`src/rtl/arp_resp_pkg.sv`:
```
// Shared types, constants and the frame byte builder of the ARP responder.
// Used by every module of the block; depends on nothing else.
`default_nettype none

package arp_resp_pkg;

    localparam int MAX_FRAME_BYTES_DEF = 1518;
    localparam int COUNT_W             = 11;
    localparam int MAC_W               = 48;
    localparam int IP_W                = 32;
    localparam int CFG_DATA_W          = 48;
    localparam int CFG_INDEX_W         = 2;

    localparam int ARP_FRAME_LEN = 14 + 28;
    localparam int ARP_BODY_LEN  = 28;
    localparam int FRAME_BITS    = ARP_FRAME_LEN * 8;
    localparam int BYTE_IDX_W    = $clog2(ARP_FRAME_LEN);
    localparam int BIT_IDX_W     = $clog2(FRAME_BITS);

    localparam int JOB_DEPTH = 4;

    localparam logic [15:0] ETH_TYPE_ARP   = 16'h0806;
    localparam logic [15:0] ETH_TYPE_IPV4  = 16'h0800;
    localparam logic [15:0] ARP_HTYPE_ETH  = 16'h0001;
    localparam logic [7:0]  ARP_HLEN       = 8'd6;
    localparam logic [7:0]  ARP_PLEN       = 8'd4;
    localparam logic [15:0] ARP_OP_REQUEST = 16'd1;
    localparam logic [15:0] ARP_OP_REPLY   = 16'd2;

    localparam logic [MAC_W-1:0] PEER_MAC_RESET = '1;
    localparam logic [IP_W-1:0]  PEER_IP_RESET  = '0;

    localparam logic [CFG_INDEX_W-1:0] REG_OWN_MAC  = 2'd0;
    localparam logic [CFG_INDEX_W-1:0] REG_OWN_IP   = 2'd1;
    localparam logic [CFG_INDEX_W-1:0] REG_PEER_MAC = 2'd2;
    localparam logic [CFG_INDEX_W-1:0] REG_PEER_IP  = 2'd3;

    localparam logic KIND_TX    = 1'b0;
    localparam logic KIND_LEARN = 1'b1;

    typedef struct packed {
        logic       command;
        logic [7:0] rx_byte;
        logic       rx_last;
    } arp_in_t;

    typedef struct packed {
        logic             kind;
        logic [7:0]       tx_byte;
        logic             tx_last;
        logic [MAC_W-1:0] learned_mac;
        logic [IP_W-1:0]  learned_ip;
    } arp_out_t;

    // A learned address, an ARP reply to a requester or an ARP request to the peer.
    typedef struct packed {
        logic             is_learn;
        logic             is_reply;
        logic [MAC_W-1:0] mac;
        logic [IP_W-1:0]  ip;
    } arp_job_t;

    function automatic logic [7:0] arp_frame_byte(
        input logic [BYTE_IDX_W-1:0] idx,
        input logic [MAC_W-1:0]      own_mac,
        input logic [IP_W-1:0]       own_ip,
        input arp_job_t              job
    );
        logic [FRAME_BITS-1:0] frame;
        logic [15:0]           op;
        logic [MAC_W-1:0]      tgt_mac;
        logic [BIT_IDX_W-1:0]  base;
        op      = job.is_reply ? ARP_OP_REPLY : ARP_OP_REQUEST;
        tgt_mac = job.is_reply ? job.mac : '0;
        frame   = {job.mac, own_mac, ETH_TYPE_ARP, ARP_HTYPE_ETH, ETH_TYPE_IPV4,
                   ARP_HLEN, ARP_PLEN, op, own_mac, own_ip, tgt_mac, job.ip};
        base    = BIT_IDX_W'({BYTE_IDX_W'(ARP_FRAME_LEN - 1) - idx, 3'b000});
        return frame[base +: 8];
    endfunction

endpackage

`default_nettype wire

```
`src/rtl/arp_responder_core.sv`:
```
// Top level of the ARP responder: receive front end, job queue and transmit back end.
// Depends on arp_resp_pkg, arp_resp_front, arp_resp_fifo and arp_resp_back.
//
// The block takes one received byte or send command per cycle and produces output
// transactions through a registered output stage. A received ARP reply yields one
// learned-address transaction; a received ARP request or a send command yields a
// 42-byte frame, one byte per cycle while the output is not stalled, once the job
// has been loaded from a four-entry queue. The input is stalled only while that
// queue is full, which happens when frame jobs arrive faster than the transmit side
// can send them or while the output is held stalled. There is no clearing pass after
// reset.
`default_nettype none

module arp_responder_core #(
    parameter int MAX_FRAME_BYTES = arp_resp_pkg::MAX_FRAME_BYTES_DEF
) (
    input  wire                                  clk,
    input  wire                                  rst_n,
    input  wire                                  in_valid,
    output logic                                 in_stall,
    input  wire arp_resp_pkg::arp_in_t           in_data,
    output logic                                 out_valid,
    input  wire                                  out_stall,
    output arp_resp_pkg::arp_out_t               out_data,
    input  wire                                  cfg_we,
    input  wire [arp_resp_pkg::CFG_INDEX_W-1:0]  cfg_index,
    input  wire [arp_resp_pkg::CFG_DATA_W-1:0]   cfg_data
);

    logic                   push, full, pop, avail;
    arp_resp_pkg::arp_job_t push_job, pop_job;

    arp_resp_front #(
        .MAX_FRAME_BYTES(MAX_FRAME_BYTES)
    ) u_front (
        .clk      (clk),
        .rst_n    (rst_n),
        .in_valid (in_valid),
        .in_data  (in_data),
        .in_stall (in_stall),
        .cfg_we   (cfg_we),
        .cfg_index(cfg_index),
        .cfg_data (cfg_data),
        .push     (push),
        .push_job (push_job),
        .full     (full)
    );

    arp_resp_fifo u_fifo (
        .clk     (clk),
        .rst_n   (rst_n),
        .push    (push),
        .push_job(push_job),
        .full    (full),
        .pop     (pop),
        .pop_job (pop_job),
        .avail   (avail)
    );

    arp_resp_back u_back (
        .clk      (clk),
        .rst_n    (rst_n),
        .cfg_we   (cfg_we),
        .cfg_index(cfg_index),
        .cfg_data (cfg_data),
        .avail    (avail),
        .job      (pop_job),
        .pop      (pop),
        .out_valid(out_valid),
        .out_stall(out_stall),
        .out_data (out_data)
    );

endmodule

`default_nettype wire

```
`src/rtl/arp_resp_front.sv`:
```
// Receive side of the ARP responder: captures header fields, judges frames,
// keeps the peer address and issues jobs. Depends on arp_resp_pkg.
`default_nettype none

module arp_resp_front #(
    parameter int MAX_FRAME_BYTES = arp_resp_pkg::MAX_FRAME_BYTES_DEF
) (
    input  wire                                     clk,
    input  wire                                     rst_n,
    input  wire                                     in_valid,
    input  wire arp_resp_pkg::arp_in_t              in_data,
    output logic                                    in_stall,
    input  wire                                     cfg_we,
    input  wire [arp_resp_pkg::CFG_INDEX_W-1:0]     cfg_index,
    input  wire [arp_resp_pkg::CFG_DATA_W-1:0]      cfg_data,
    output logic                                    push,
    output arp_resp_pkg::arp_job_t                  push_job,
    input  wire                                     full
);

    localparam int CW = arp_resp_pkg::COUNT_W;
    localparam logic [CW-1:0] MAX_CNT     = CW'(MAX_FRAME_BYTES);
    localparam logic [CW-1:0] LAST_MIN    = CW'(arp_resp_pkg::ARP_FRAME_LEN - 1);
    localparam logic [CW-1:0] OFF_TYPE    = CW'(12);
    localparam logic [CW-1:0] OFF_OPCODE  = CW'(20);
    localparam logic [CW-1:0] OFF_SMAC    = CW'(22);
    localparam logic [CW-1:0] OFF_SMAC_Z  = CW'(27);
    localparam logic [CW-1:0] OFF_SIP     = CW'(28);
    localparam logic [CW-1:0] OFF_SIP_Z   = CW'(31);

    logic [CW-1:0]                       count_reg, count_next;
    logic [15:0]                         type_reg, type_next;
    logic [15:0]                         opcode_reg, opcode_next;
    logic [arp_resp_pkg::MAC_W-1:0]      smac_reg, smac_next;
    logic [arp_resp_pkg::IP_W-1:0]       sip_reg, sip_next;
    logic [arp_resp_pkg::MAC_W-1:0]      peer_mac_reg, peer_mac_next;
    logic [arp_resp_pkg::IP_W-1:0]       peer_ip_reg, peer_ip_next;
    logic                                accept;

    assign in_stall = full;
    assign accept   = in_valid && !full;

    always_comb
    begin
        count_next    = count_reg;
        type_next     = type_reg;
        opcode_next   = opcode_reg;
        smac_next     = smac_reg;
        sip_next      = sip_reg;
        peer_mac_next = peer_mac_reg;
        peer_ip_next  = peer_ip_reg;
        push          = 1'b0;
        push_job      = '{is_learn: 1'b0, is_reply: 1'b0, mac: peer_mac_reg, ip: peer_ip_reg};

        if (accept)
        begin
            if (in_data.command)
            begin
                push = 1'b1;
            end
            else
            begin
                if (count_reg == OFF_TYPE || count_reg == OFF_TYPE + CW'(1))
                begin
                    type_next = {type_reg[7:0], in_data.rx_byte};
                end
                else if (count_reg == OFF_OPCODE || count_reg == OFF_OPCODE + CW'(1))
                begin
                    opcode_next = {opcode_reg[7:0], in_data.rx_byte};
                end
                else if (count_reg >= OFF_SMAC && count_reg <= OFF_SMAC_Z)
                begin
                    smac_next = {smac_reg[arp_resp_pkg::MAC_W-9:0], in_data.rx_byte};
                end
                else if (count_reg >= OFF_SIP && count_reg <= OFF_SIP_Z)
                begin
                    sip_next = {sip_reg[arp_resp_pkg::IP_W-9:0], in_data.rx_byte};
                end

                if (count_reg < MAX_CNT)
                begin
                    count_next = count_reg + CW'(1);
                end

                if (in_data.rx_last)
                begin
                    // A frame long enough to judge has no captured field in its last byte.
                    if (type_reg == arp_resp_pkg::ETH_TYPE_ARP && count_reg >= LAST_MIN)
                    begin
                        if (opcode_reg == arp_resp_pkg::ARP_OP_REPLY)
                        begin
                            push          = 1'b1;
                            push_job      = '{is_learn: 1'b1, is_reply: 1'b0,
                                              mac: smac_reg, ip: sip_reg};
                            peer_mac_next = smac_reg;
                            peer_ip_next  = sip_reg;
                        end
                        else if (opcode_reg == arp_resp_pkg::ARP_OP_REQUEST)
                        begin
                            push     = 1'b1;
                            push_job = '{is_learn: 1'b0, is_reply: 1'b1,
                                         mac: smac_reg, ip: sip_reg};
                        end
                    end
                    count_next  = '0;
                    type_next   = '0;
                    opcode_next = '0;
                    smac_next   = '0;
                    sip_next    = '0;
                end
            end
        end

        if (cfg_we)
        begin
            unique case (cfg_index)
                arp_resp_pkg::REG_PEER_MAC: peer_mac_next = cfg_data;
                arp_resp_pkg::REG_PEER_IP:  peer_ip_next  = cfg_data[arp_resp_pkg::IP_W-1:0];
                arp_resp_pkg::REG_OWN_MAC,
                arp_resp_pkg::REG_OWN_IP:   ;
            endcase
        end
    end

    always_ff @(posedge clk or negedge rst_n)
    begin
        if (!rst_n)
        begin
            count_reg    <= '0;
            type_reg     <= '0;
            opcode_reg   <= '0;
            smac_reg     <= '0;
            sip_reg      <= '0;
            peer_mac_reg <= arp_resp_pkg::PEER_MAC_RESET;
            peer_ip_reg  <= arp_resp_pkg::PEER_IP_RESET;
        end
        else
        begin
            count_reg    <= count_next;
            type_reg     <= type_next;
            opcode_reg   <= opcode_next;
            smac_reg     <= smac_next;
            sip_reg      <= sip_next;
            peer_mac_reg <= peer_mac_next;
            peer_ip_reg  <= peer_ip_next;
        end
    end

endmodule

`default_nettype wire

```
`src/rtl/arp_resp_fifo.sv`:
```
// Short job queue between the receive side and the transmit side.
// Depends on arp_resp_pkg for the job type and depth.
`default_nettype none

module arp_resp_fifo (
    input  wire                              clk,
    input  wire                              rst_n,
    input  wire                              push,
    input  wire arp_resp_pkg::arp_job_t      push_job,
    output logic                             full,
    input  wire                              pop,
    output arp_resp_pkg::arp_job_t           pop_job,
    output logic                             avail
);

    localparam int DEPTH = arp_resp_pkg::JOB_DEPTH;
    localparam int PW    = $clog2(DEPTH);
    localparam int CW    = $clog2(DEPTH + 1);

    arp_resp_pkg::arp_job_t slot_reg [DEPTH];
    logic [PW-1:0] wr_ptr_reg, wr_ptr_next;
    logic [PW-1:0] rd_ptr_reg, rd_ptr_next;
    logic [CW-1:0] fill_reg, fill_next;
    logic          do_push, do_pop;

    assign full    = fill_reg == CW'(DEPTH);
    assign avail   = fill_reg != '0;
    assign pop_job = slot_reg[rd_ptr_reg];
    assign do_push = push && !full;
    assign do_pop  = pop && avail;

    always_comb
    begin
        wr_ptr_next = do_push ? wr_ptr_reg + PW'(1) : wr_ptr_reg;
        rd_ptr_next = do_pop ? rd_ptr_reg + PW'(1) : rd_ptr_reg;
        fill_next   = fill_reg + CW'(do_push) - CW'(do_pop);
    end

    always_ff @(posedge clk)
    begin
        if (do_push)
        begin
            slot_reg[wr_ptr_reg] <= push_job;
        end
    end

    always_ff @(posedge clk or negedge rst_n)
    begin
        if (!rst_n)
        begin
            wr_ptr_reg <= '0;
            rd_ptr_reg <= '0;
            fill_reg   <= '0;
        end
        else
        begin
            wr_ptr_reg <= wr_ptr_next;
            rd_ptr_reg <= rd_ptr_next;
            fill_reg   <= fill_next;
        end
    end

endmodule

`default_nettype wire

```
`src/rtl/arp_resp_back.sv`:
```
// Transmit side of the ARP responder: holds this station's addresses and turns
// queued jobs into output transactions. Depends on arp_resp_pkg.
`default_nettype none

module arp_resp_back (
    input  wire                                  clk,
    input  wire                                  rst_n,
    input  wire                                  cfg_we,
    input  wire [arp_resp_pkg::CFG_INDEX_W-1:0]  cfg_index,
    input  wire [arp_resp_pkg::CFG_DATA_W-1:0]   cfg_data,
    input  wire                                  avail,
    input  wire arp_resp_pkg::arp_job_t          job,
    output logic                                 pop,
    output logic                                 out_valid,
    input  wire                                  out_stall,
    output arp_resp_pkg::arp_out_t               out_data
);

    localparam int IW = arp_resp_pkg::BYTE_IDX_W;
    localparam logic [IW-1:0] LAST_IDX = IW'(arp_resp_pkg::ARP_FRAME_LEN - 1);

    logic [arp_resp_pkg::MAC_W-1:0] own_mac_reg, own_mac_next;
    logic [arp_resp_pkg::IP_W-1:0]  own_ip_reg, own_ip_next;
    logic                           active_reg, active_next;
    logic [IW-1:0]                  idx_reg, idx_next;
    arp_resp_pkg::arp_job_t         cur_reg, cur_next;
    logic                           out_valid_reg, out_valid_next;
    arp_resp_pkg::arp_out_t         out_data_reg, out_data_next;
    logic                           advance;

    assign advance   = !out_valid_reg || !out_stall;
    assign out_valid = out_valid_reg;
    assign out_data  = out_data_reg;

    always_comb
    begin
        own_mac_next   = own_mac_reg;
        own_ip_next    = own_ip_reg;
        active_next    = active_reg;
        idx_next       = idx_reg;
        cur_next       = cur_reg;
        out_valid_next = out_valid_reg;
        out_data_next  = out_data_reg;
        pop            = 1'b0;

        if (advance)
        begin
            out_valid_next = 1'b0;
            if (active_reg)
            begin
                out_valid_next = 1'b1;
                out_data_next  = '{kind: arp_resp_pkg::KIND_TX,
                                   tx_byte: arp_resp_pkg::arp_frame_byte(idx_reg, own_mac_reg,
                                                                        own_ip_reg, cur_reg),
                                   tx_last: idx_reg == LAST_IDX,
                                   learned_mac: '0, learned_ip: '0};
                if (idx_reg == LAST_IDX)
                begin
                    active_next = 1'b0;
                end
                else
                begin
                    idx_next = idx_reg + IW'(1);
                end
            end
            else if (avail)
            begin
                pop = 1'b1;
                if (job.is_learn)
                begin
                    out_valid_next = 1'b1;
                    out_data_next  = '{kind: arp_resp_pkg::KIND_LEARN, tx_byte: '0,
                                       tx_last: 1'b0, learned_mac: job.mac,
                                       learned_ip: job.ip};
                end
                else
                begin
                    cur_next    = job;
                    active_next = 1'b1;
                    idx_next    = '0;
                end
            end
        end

        if (cfg_we)
        begin
            unique case (cfg_index)
                arp_resp_pkg::REG_OWN_MAC: own_mac_next = cfg_data;
                arp_resp_pkg::REG_OWN_IP:  own_ip_next  = cfg_data[arp_resp_pkg::IP_W-1:0];
                arp_resp_pkg::REG_PEER_MAC,
                arp_resp_pkg::REG_PEER_IP: ;
            endcase
        end
    end

    always_ff @(posedge clk)
    begin
        cur_reg      <= cur_next;
        out_data_reg <= out_data_next;
    end

    always_ff @(posedge clk or negedge rst_n)
    begin
        if (!rst_n)
        begin
            own_mac_reg   <= '0;
            own_ip_reg    <= '0;
            active_reg    <= 1'b0;
            idx_reg       <= '0;
            out_valid_reg <= 1'b0;
        end
        else
        begin
            own_mac_reg   <= own_mac_next;
            own_ip_reg    <= own_ip_next;
            active_reg    <= active_next;
            idx_reg       <= idx_next;
            out_valid_reg <= out_valid_next;
        end
    end

endmodule

`default_nettype wire

```
`config.mk`:
```
export PLATFORM = sky130hd
export DESIGN_NAME = arp_responder_core
export DESIGN_NICKNAME = d
export VERILOG_FILES = /design/src/rtl/arp_resp_pkg.sv /design/src/rtl/arp_responder_core.sv /design/src/rtl/arp_resp_front.sv /design/src/rtl/arp_resp_fifo.sv /design/src/rtl/arp_resp_back.sv
export SDC_FILE = /design/constraint.sdc
export NUM_CORES = 1
export LEC_CHECK = 0
export BUFFER_PORTS_ARGS = -buffer_cell sky130_fd_sc_hd__buf_4
export CAP_MARGIN = 40
export CORE_UTILIZATION = 29
export DETAILED_ROUTE_END_ITERATION = 8
export PLACE_DENSITY = 0.53
export SYNTH_ARGS = -nofsm -noshare
export SYNTH_HDL_FRONTEND = slang
export SYNTH_SLANG_ARGS = --single-unit
```
`constraint.sdc`:
```
create_clock -name clk -period 12.4 [get_ports clk]
set_input_delay 0.62 -clock clk [delete_from_list [all_inputs] [get_ports clk]]
set_output_delay 0.62 -clock clk [all_outputs]
set_load 0.005 [all_outputs]
```
# == After elaboration in Yosys (flattened, before gate mapping) ==
# Memories as Yosys holds them, arrays and structs flattened.
# Cells that the tools add are included.
# totals
inputBits,65
ramBits,328
reg_bits,469
mem_count,1
# op_classes
n_mux,63
shifts,1
n_lt_le_gt_ge,6
eq_ne,17
add_sub_neg,7
n_reduce_logical,31
bitwise_logic,3
# memory_table
name,words,word_bits,read_ports,rd_clocked_by_memory_dff,write_ports,line,source
u_fifo.slot_reg,4,82,1,0,1,arp_resp_fifo.sv:20,arp_resp_pkg::arp_job_t slot_reg [DEPTH];
# op_table
cell,n
48-bit 2-to-1 mux,12
82-bit 2-to-1 mux,5
32-bit 2-to-1 mux,12
336-bit by 10-bit variable part select with 8-bit output,1
90-bit 2-to-1 mux,2
89-bit 2-to-1 mux,1
81-bit 2-to-1 mux,1
16-bit 2-to-1 mux,5
6-bit 2-to-1 mux,4
"11-bit by 4-bit == test with 1-bit output, second input constant",2
"11-bit by 5-bit == test with 1-bit output, second input constant",2
"11-bit by 5-bit >= comparator with 1-bit output, second input constant",2
"11-bit by 5-bit <= comparator with 1-bit output, second input constant",2
11-bit 2-to-1 mux,2
1-bit 2-to-1 mux,18
"16-bit by 1-bit == test with 1-bit output, second input constant",1
"16-bit by 12-bit == test with 1-bit output, second input constant",1
"16-bit by 2-bit == test with 1-bit output, second input constant",1
2-bit nonzero test,7
4-bit AND reduction,3
"11-bit by 1-bit adder with 11-bit output, second input constant",1
"11-bit by 6-bit >= comparator with 1-bit output, second input constant",1
"11-bit < comparator, second input constant",1
3-bit AND reduction,3
other kinds (21),38

# == Depth between registers and ports, before layout ==
# depth
ltp_word,10
mapped_depth,13

# == Cells and area by module ==
# From an unflattened synthesis, not the netlist that was laid out.
# hier_totals
hier_cells,2435
area_unflattened_um2,34615.7
# by_module_without_submodules
mod,area_each_um2,n_inst,cells_per_inst,seq_area_each_um2
arp_resp_fifo,12283.0,1,469,10024.6
arp_resp_front,11288.3,1,1251,5139.9
arp_resp_back,11044.3,1,715,7337.0

# == Least setup slack after synthesis ==
# Ideal clock, no wire load.
# synth_timing
path_type,register to register
startpoint,reg u_front.count_reg[1]
endpoint,"mem u_fifo.slot_reg[0][0] (netlist bit), enable pin"
path_buffers,1
path_slack_ps,4213
stages_incl_launch_ff,9
arrival_time_ps,7547
setup_ps,640
path_cell_list,dfrtp_1 -> inv_1 -> ha_1 -> nor2b_1 -> o311ai_1 -> a211oi_1 -> buf_2 -> a21oi_1 -> nor3b_1
# synth_between
elab_chain_len,9
# synth_lines
element,line,source
start: declaration,arp_resp_front.sv:31,"logic [CW-1:0] count_reg, count_next;"
start signal: assignment,arp_resp_front.sv:139,count_reg <= count_next;
11-bit by 6-bit >= comparator with 1-bit output,arp_resp_front.sv:88,if (type_reg == arp_resp_pkg::ETH_TYPE_ARP && count_reg >= LAST_MIN)
1-bit logical AND,arp_resp_front.sv:88,
1-bit 2-to-1 mux,arp_resp_front.sv:88,
1-bit 2-to-1 mux,arp_resp_front.sv:85,if (in_data.rx_last)
1-bit 2-to-1 mux,arp_resp_front.sv:57,if (in_data.command)
1-bit 2-to-1 mux,arp_resp_front.sv:55,if (accept)
1-bit logical AND,arp_resp_fifo.sv:29,assign do_push = push && !full;
1-bit 2-to-1 mux,arp_resp_fifo.sv:41,if (do_push)
1-bit 2-to-1 mux (not written as such),arp_resp_fifo.sv:43,slot_reg[wr_ptr_reg] <= push_job;
end: declaration,arp_resp_fifo.sv:20,
# No other way between the ends.

# == Worst setup path after layout ==
# layout_timing
startpoint,reg u_front.type_reg[0]
endpoint,"mem u_fifo.slot_reg[2][76] (netlist bit), enable pin"
# layout_between
elab_chain_len,9
# layout_lines
element,line,source
start: declaration,arp_resp_front.sv:32,"logic [15:0] type_reg, type_next;"
start signal: assignment,arp_resp_front.sv:140,type_reg <= type_next;
16-bit by 12-bit == test with 1-bit output,arp_resp_front.sv:88,
1-bit logical AND,arp_resp_front.sv:88,
1-bit 2-to-1 mux,arp_resp_front.sv:88,
1-bit 2-to-1 mux,arp_resp_front.sv:85,
1-bit 2-to-1 mux,arp_resp_front.sv:57,
1-bit 2-to-1 mux,arp_resp_front.sv:55,
1-bit logical AND,arp_resp_fifo.sv:29,
1-bit 2-to-1 mux,arp_resp_fifo.sv:41,
1-bit 2-to-1 mux (not written as such),arp_resp_fifo.sv:43,
# No other way between the ends.

==> run summary <==
Setup crit start kind -> flop
Top FF cell, synth -> edfxtp_1
Crit Path Max Fanout -> 48
Met3 Usage GRT -> 0.0354
Clock sinks -> 797
Clock network power share -> 0.287
Root Driver -> clkbuf_16
Sequential share of the synthesized area -> 0.666
Worst Max-Slew Pin Slew -> 1.05 ns
Yosys reg bits -> 797
Buffers on Ports -> 156
Final Max Slew Viols -> 0
Clock latency on the worst-skew pair -> 0.66 ns
Worst IR Drop VDD -> 131 uV
Post-synthesis adder-cell area fraction -> 0.00540
Total GRT Usage -> 0.172
Period minus WS final -> 4.89 ns
Post-synth net total -> 2,307
Outcome -> finished, final reports clean
DIE AREA -> 118,000 sq um
Met2 usage -> 0.264
Post-CTS Resized -> 0
Crit end category -> flop
Max clock buf depth -> 3
Final core utilization -> 0.345
Area after DPL -> 36,800 sq um
Initial antenna violation count -> 15
CTS tree -> done
Power, Total -> 0.00894 W
Post-synth EDFFs -> 499
Post-synthesis xor/xnor area fraction -> 0.00440
Met1 Use GR -> 0.247
Vias/cell -> 5.19
Most Crowded Layer GR -> met2
Design Area, Final -> 39,700 sq um
H-tree depth -> 3
Largest family of logic cells by synthesized area -> multiplexers
Share of layout cells above drive strength 1 -> 0.283
Via count -> 20,500
WL final -> 102,000 microns
Crit path required time -> 12.67 ns
Clock-pin transition on the worst setup and hold timing paths -> 0.06 ns
Critical path arrival -> 5.16 ns
Syn_area_per_cell -> 15.2 sq um
Vias in the first global route -> 20,500
Distinct cells, synth -> 88
RePlAce Congestion -> 0.824
Peak Freq -> 204 MHz
Netlist Area Pre-Place -> 33,800 sq um
Internal power -> 0.00608 W
Mux cell area share after synthesis -> 0.148
Die height -> 343 microns
Final Hold Fails -> 0
Warnings from Yosys -> 0
Hold WC Path Type -> in2reg
Remaining DRCs -> 0
Sw power -> 0.00285 W
Total CTS buffers -> 89
Placeable Area -> 115,000 sq um
Sequential Power Share -> 0.438
Nets -> 2,446
Fin crit share -> 0.394
Pwr Density -> 225 nW/um^2
Layout area overhead -> 17.3%
Fill cells -> 11,000
HPWL Detailed -> 67,700 microns
Comb pwr share -> 0.275
WL per Instance -> 25.8 microns
RSZ-0062 raised after global routing -> false
Synth Instances -> 2,228
Die width -> 343 microns
# IOs -> 157
Final setup viols -> 0
Relative slew slack -> 0.303
Setup_tns -> 0 ns
Post-synthesis simple-gate area fraction -> 0.0703
Clock Skew -> 0.0364 ns
Worst hold slack -> 0.204 ns
Max reg flops -> 328
DRT antenna net count -> 0
Drt first-iter violations -> 1,961
Max-Cap Viols -> 0
Row cnt -> 124
Worst Setup Path Type -> reg2reg
Async SR Flop Fraction -> 0.374
Post-synthesis compound-gate area fraction -> 0.0779
Initial Utilization -> 0.294
Leakage -> 14.0 nW
Largest net degree at the start of global routing -> 157
Global-route wire length before repair -> 148,000 microns
Overflow after GRT -> 0
DR pass1 iterations -> 7
Sw Share -> 0.319
-- power groups by stage --
stage,clock (W),sequential [W],combinational (W)
6_report,0.00256,0.00391,0.00246
3_5_place_dp,0,0.00397,0.00249
4_1_cts,0.00262,0.00392,0.00250
2_1_floorplan,0,0.00384,0.00148
5_1_grt,0.00273,0.00397,0.00265
3_3_place_gp,0,0.00395,0.00245
-- layout make-up --
class	instances	area, sq um	area share
Sequential cell	797	22500	0.568
Clock inverter	36	345	0.00871
Timing Repair Buffer	209	1770	0.0445
Inverter	61	229	0.00577
Clock buffer	130	2460	0.0621
Antenna cell	3	7.51	0.000189
Tap cell	1512	1890	0.0477
Multi-Input combinational cell	1209	10400	0.263
-- kinds of logic after synthesis --
group                      Yosys count
DFF                                797
and+or+nand+nor                    438
AOI/OAI and AO/OA                  400
muxes                              340
buffers and inverters              222
xor gates and xnor gates            17
adders and majority gates           14
-- cells in the mapped netlist (35+ instances only) --
cell type / number / area share
mux4_2: 108 / 0.072
o21ai_0: 130 / 0.019
nand2b_1: 35 / 0.0065
nor2_1: 99 / 0.011
nand3_1: 97 / 0.014
mux2_2: 170 / 0.057
dfstp_2: 48 / 0.037
edfxtp_1: 499 / 0.44
a31oi_1: 86 / 0.016
and2_1: 81 / 0.015
dfrtp_1: 250 / 0.19
o41ai_1: 40 / 0.010
inv_1: 61 / 0.0068
clkbuf_1: 98 / 0.011
mux2i_1: 49 / 0.015
-- cells in the final DEF (no fill, tap or decap), types with 6 or more instances in the layout --
cell type	Yosys	layout
a221oi_1	6	6
mux2_1	11	11
a21oi_1	23	23
o21a_1	6	6
o21ai_1	17	17
clkbuf_16	0	89
buf_4	5	193
xnor2_1	11	10
clkinv_1	0	16
edfxtp_1	499	499
mux4_2	108	108
ha_1	13	13
inv_1	61	60
clkbuf_8	0	8
dfrtp_1	250	246
mux2_2	170	170
nor3_1	21	21
and2_1	81	81
nor2b_1	12	11
clkinv_2	0	6
nor2_1	99	98
mux2i_1	49	49
clkbuf_1	98	33
nand4_1	8	8
a22o_1	32	32
xor2_1	6	6
o21ai_0	130	130
o22ai_1	8	8
o41ai_1	40	40
nand3_1	97	96
nor4_1	11	11
dfstp_2	48	48
a211oi_1	8	7
buf_16	0	9
nand2b_1	35	34
nand2_1	32	32
a31oi_1	86	84
-- final timing paths --
check | startpoint | endpoint | slack, ns | depth (start not counted)
worst max-delay path | u_front.type_reg[0]$_DFFE_PN0P_ | u_fifo.slot_reg[2][76]$_DFFE_PP_ | 7.51 | 9
worst min-delay path | cfg_data[46] | u_back.own_mac_reg[46]$_DFFE_PN0P_ | 0.20 | 2
worst max register to register | u_front.type_reg[0]$_DFFE_PN0P_ | u_fifo.slot_reg[2][76]$_DFFE_PP_ | 7.51 | 9
worst min register to register | u_back.own_ip_reg[31]$_DFFE_PN0P_ | u_back.own_ip_reg[31]$_DFFE_PN0P_ | 0.50 | 1
max in group asynchronous | rst_n | u_back.idx_reg[0]$_DFFE_PN0P_ | 10.33 | 3
min in group asynchronous | rst_n | u_front.smac_reg[42]$_DFFE_PN0P_ | 0.52 | 2
-- metal layers --
metal  vias to the layer above  routed length, microns
met5                         -                      76
met4                        14                    2160
met3                       145                    7500
met2                       788                   46700
met1                     10700                   45600
li1                       8869                       -
-- metrics by stage --
stage	worst slack, ns	cells
after floorplan	4.21	2228
after global placement	7.43	3773
after detailed placement	7.43	3784
after CTS	7.39	3951
after global routing	7.22	3954
final	7.51	3957
-- worst max-delay path, stage by stage, from the launching register on --
cell	delay (ns)
dfrtp_1	0.42
nor4b_1	0.44
nand4_1	0.28
a211oi_4	0.29
buf_4	0.48
buf_4	0.62
a21oi_1	0.34
nor3b_2	0.26
buf_4	0.66
buf_4	0.61
-- repair_timing --
| item | 4_1_cts | 5_1_grt |
|---|---|---|
| endpoints found under the hold margin | 34 | 0 |
| hold buffers | 1 | 0 |
| setup buffers | 0 | 0 |
No activity file was read; power rests on OpenSTA's default activity.
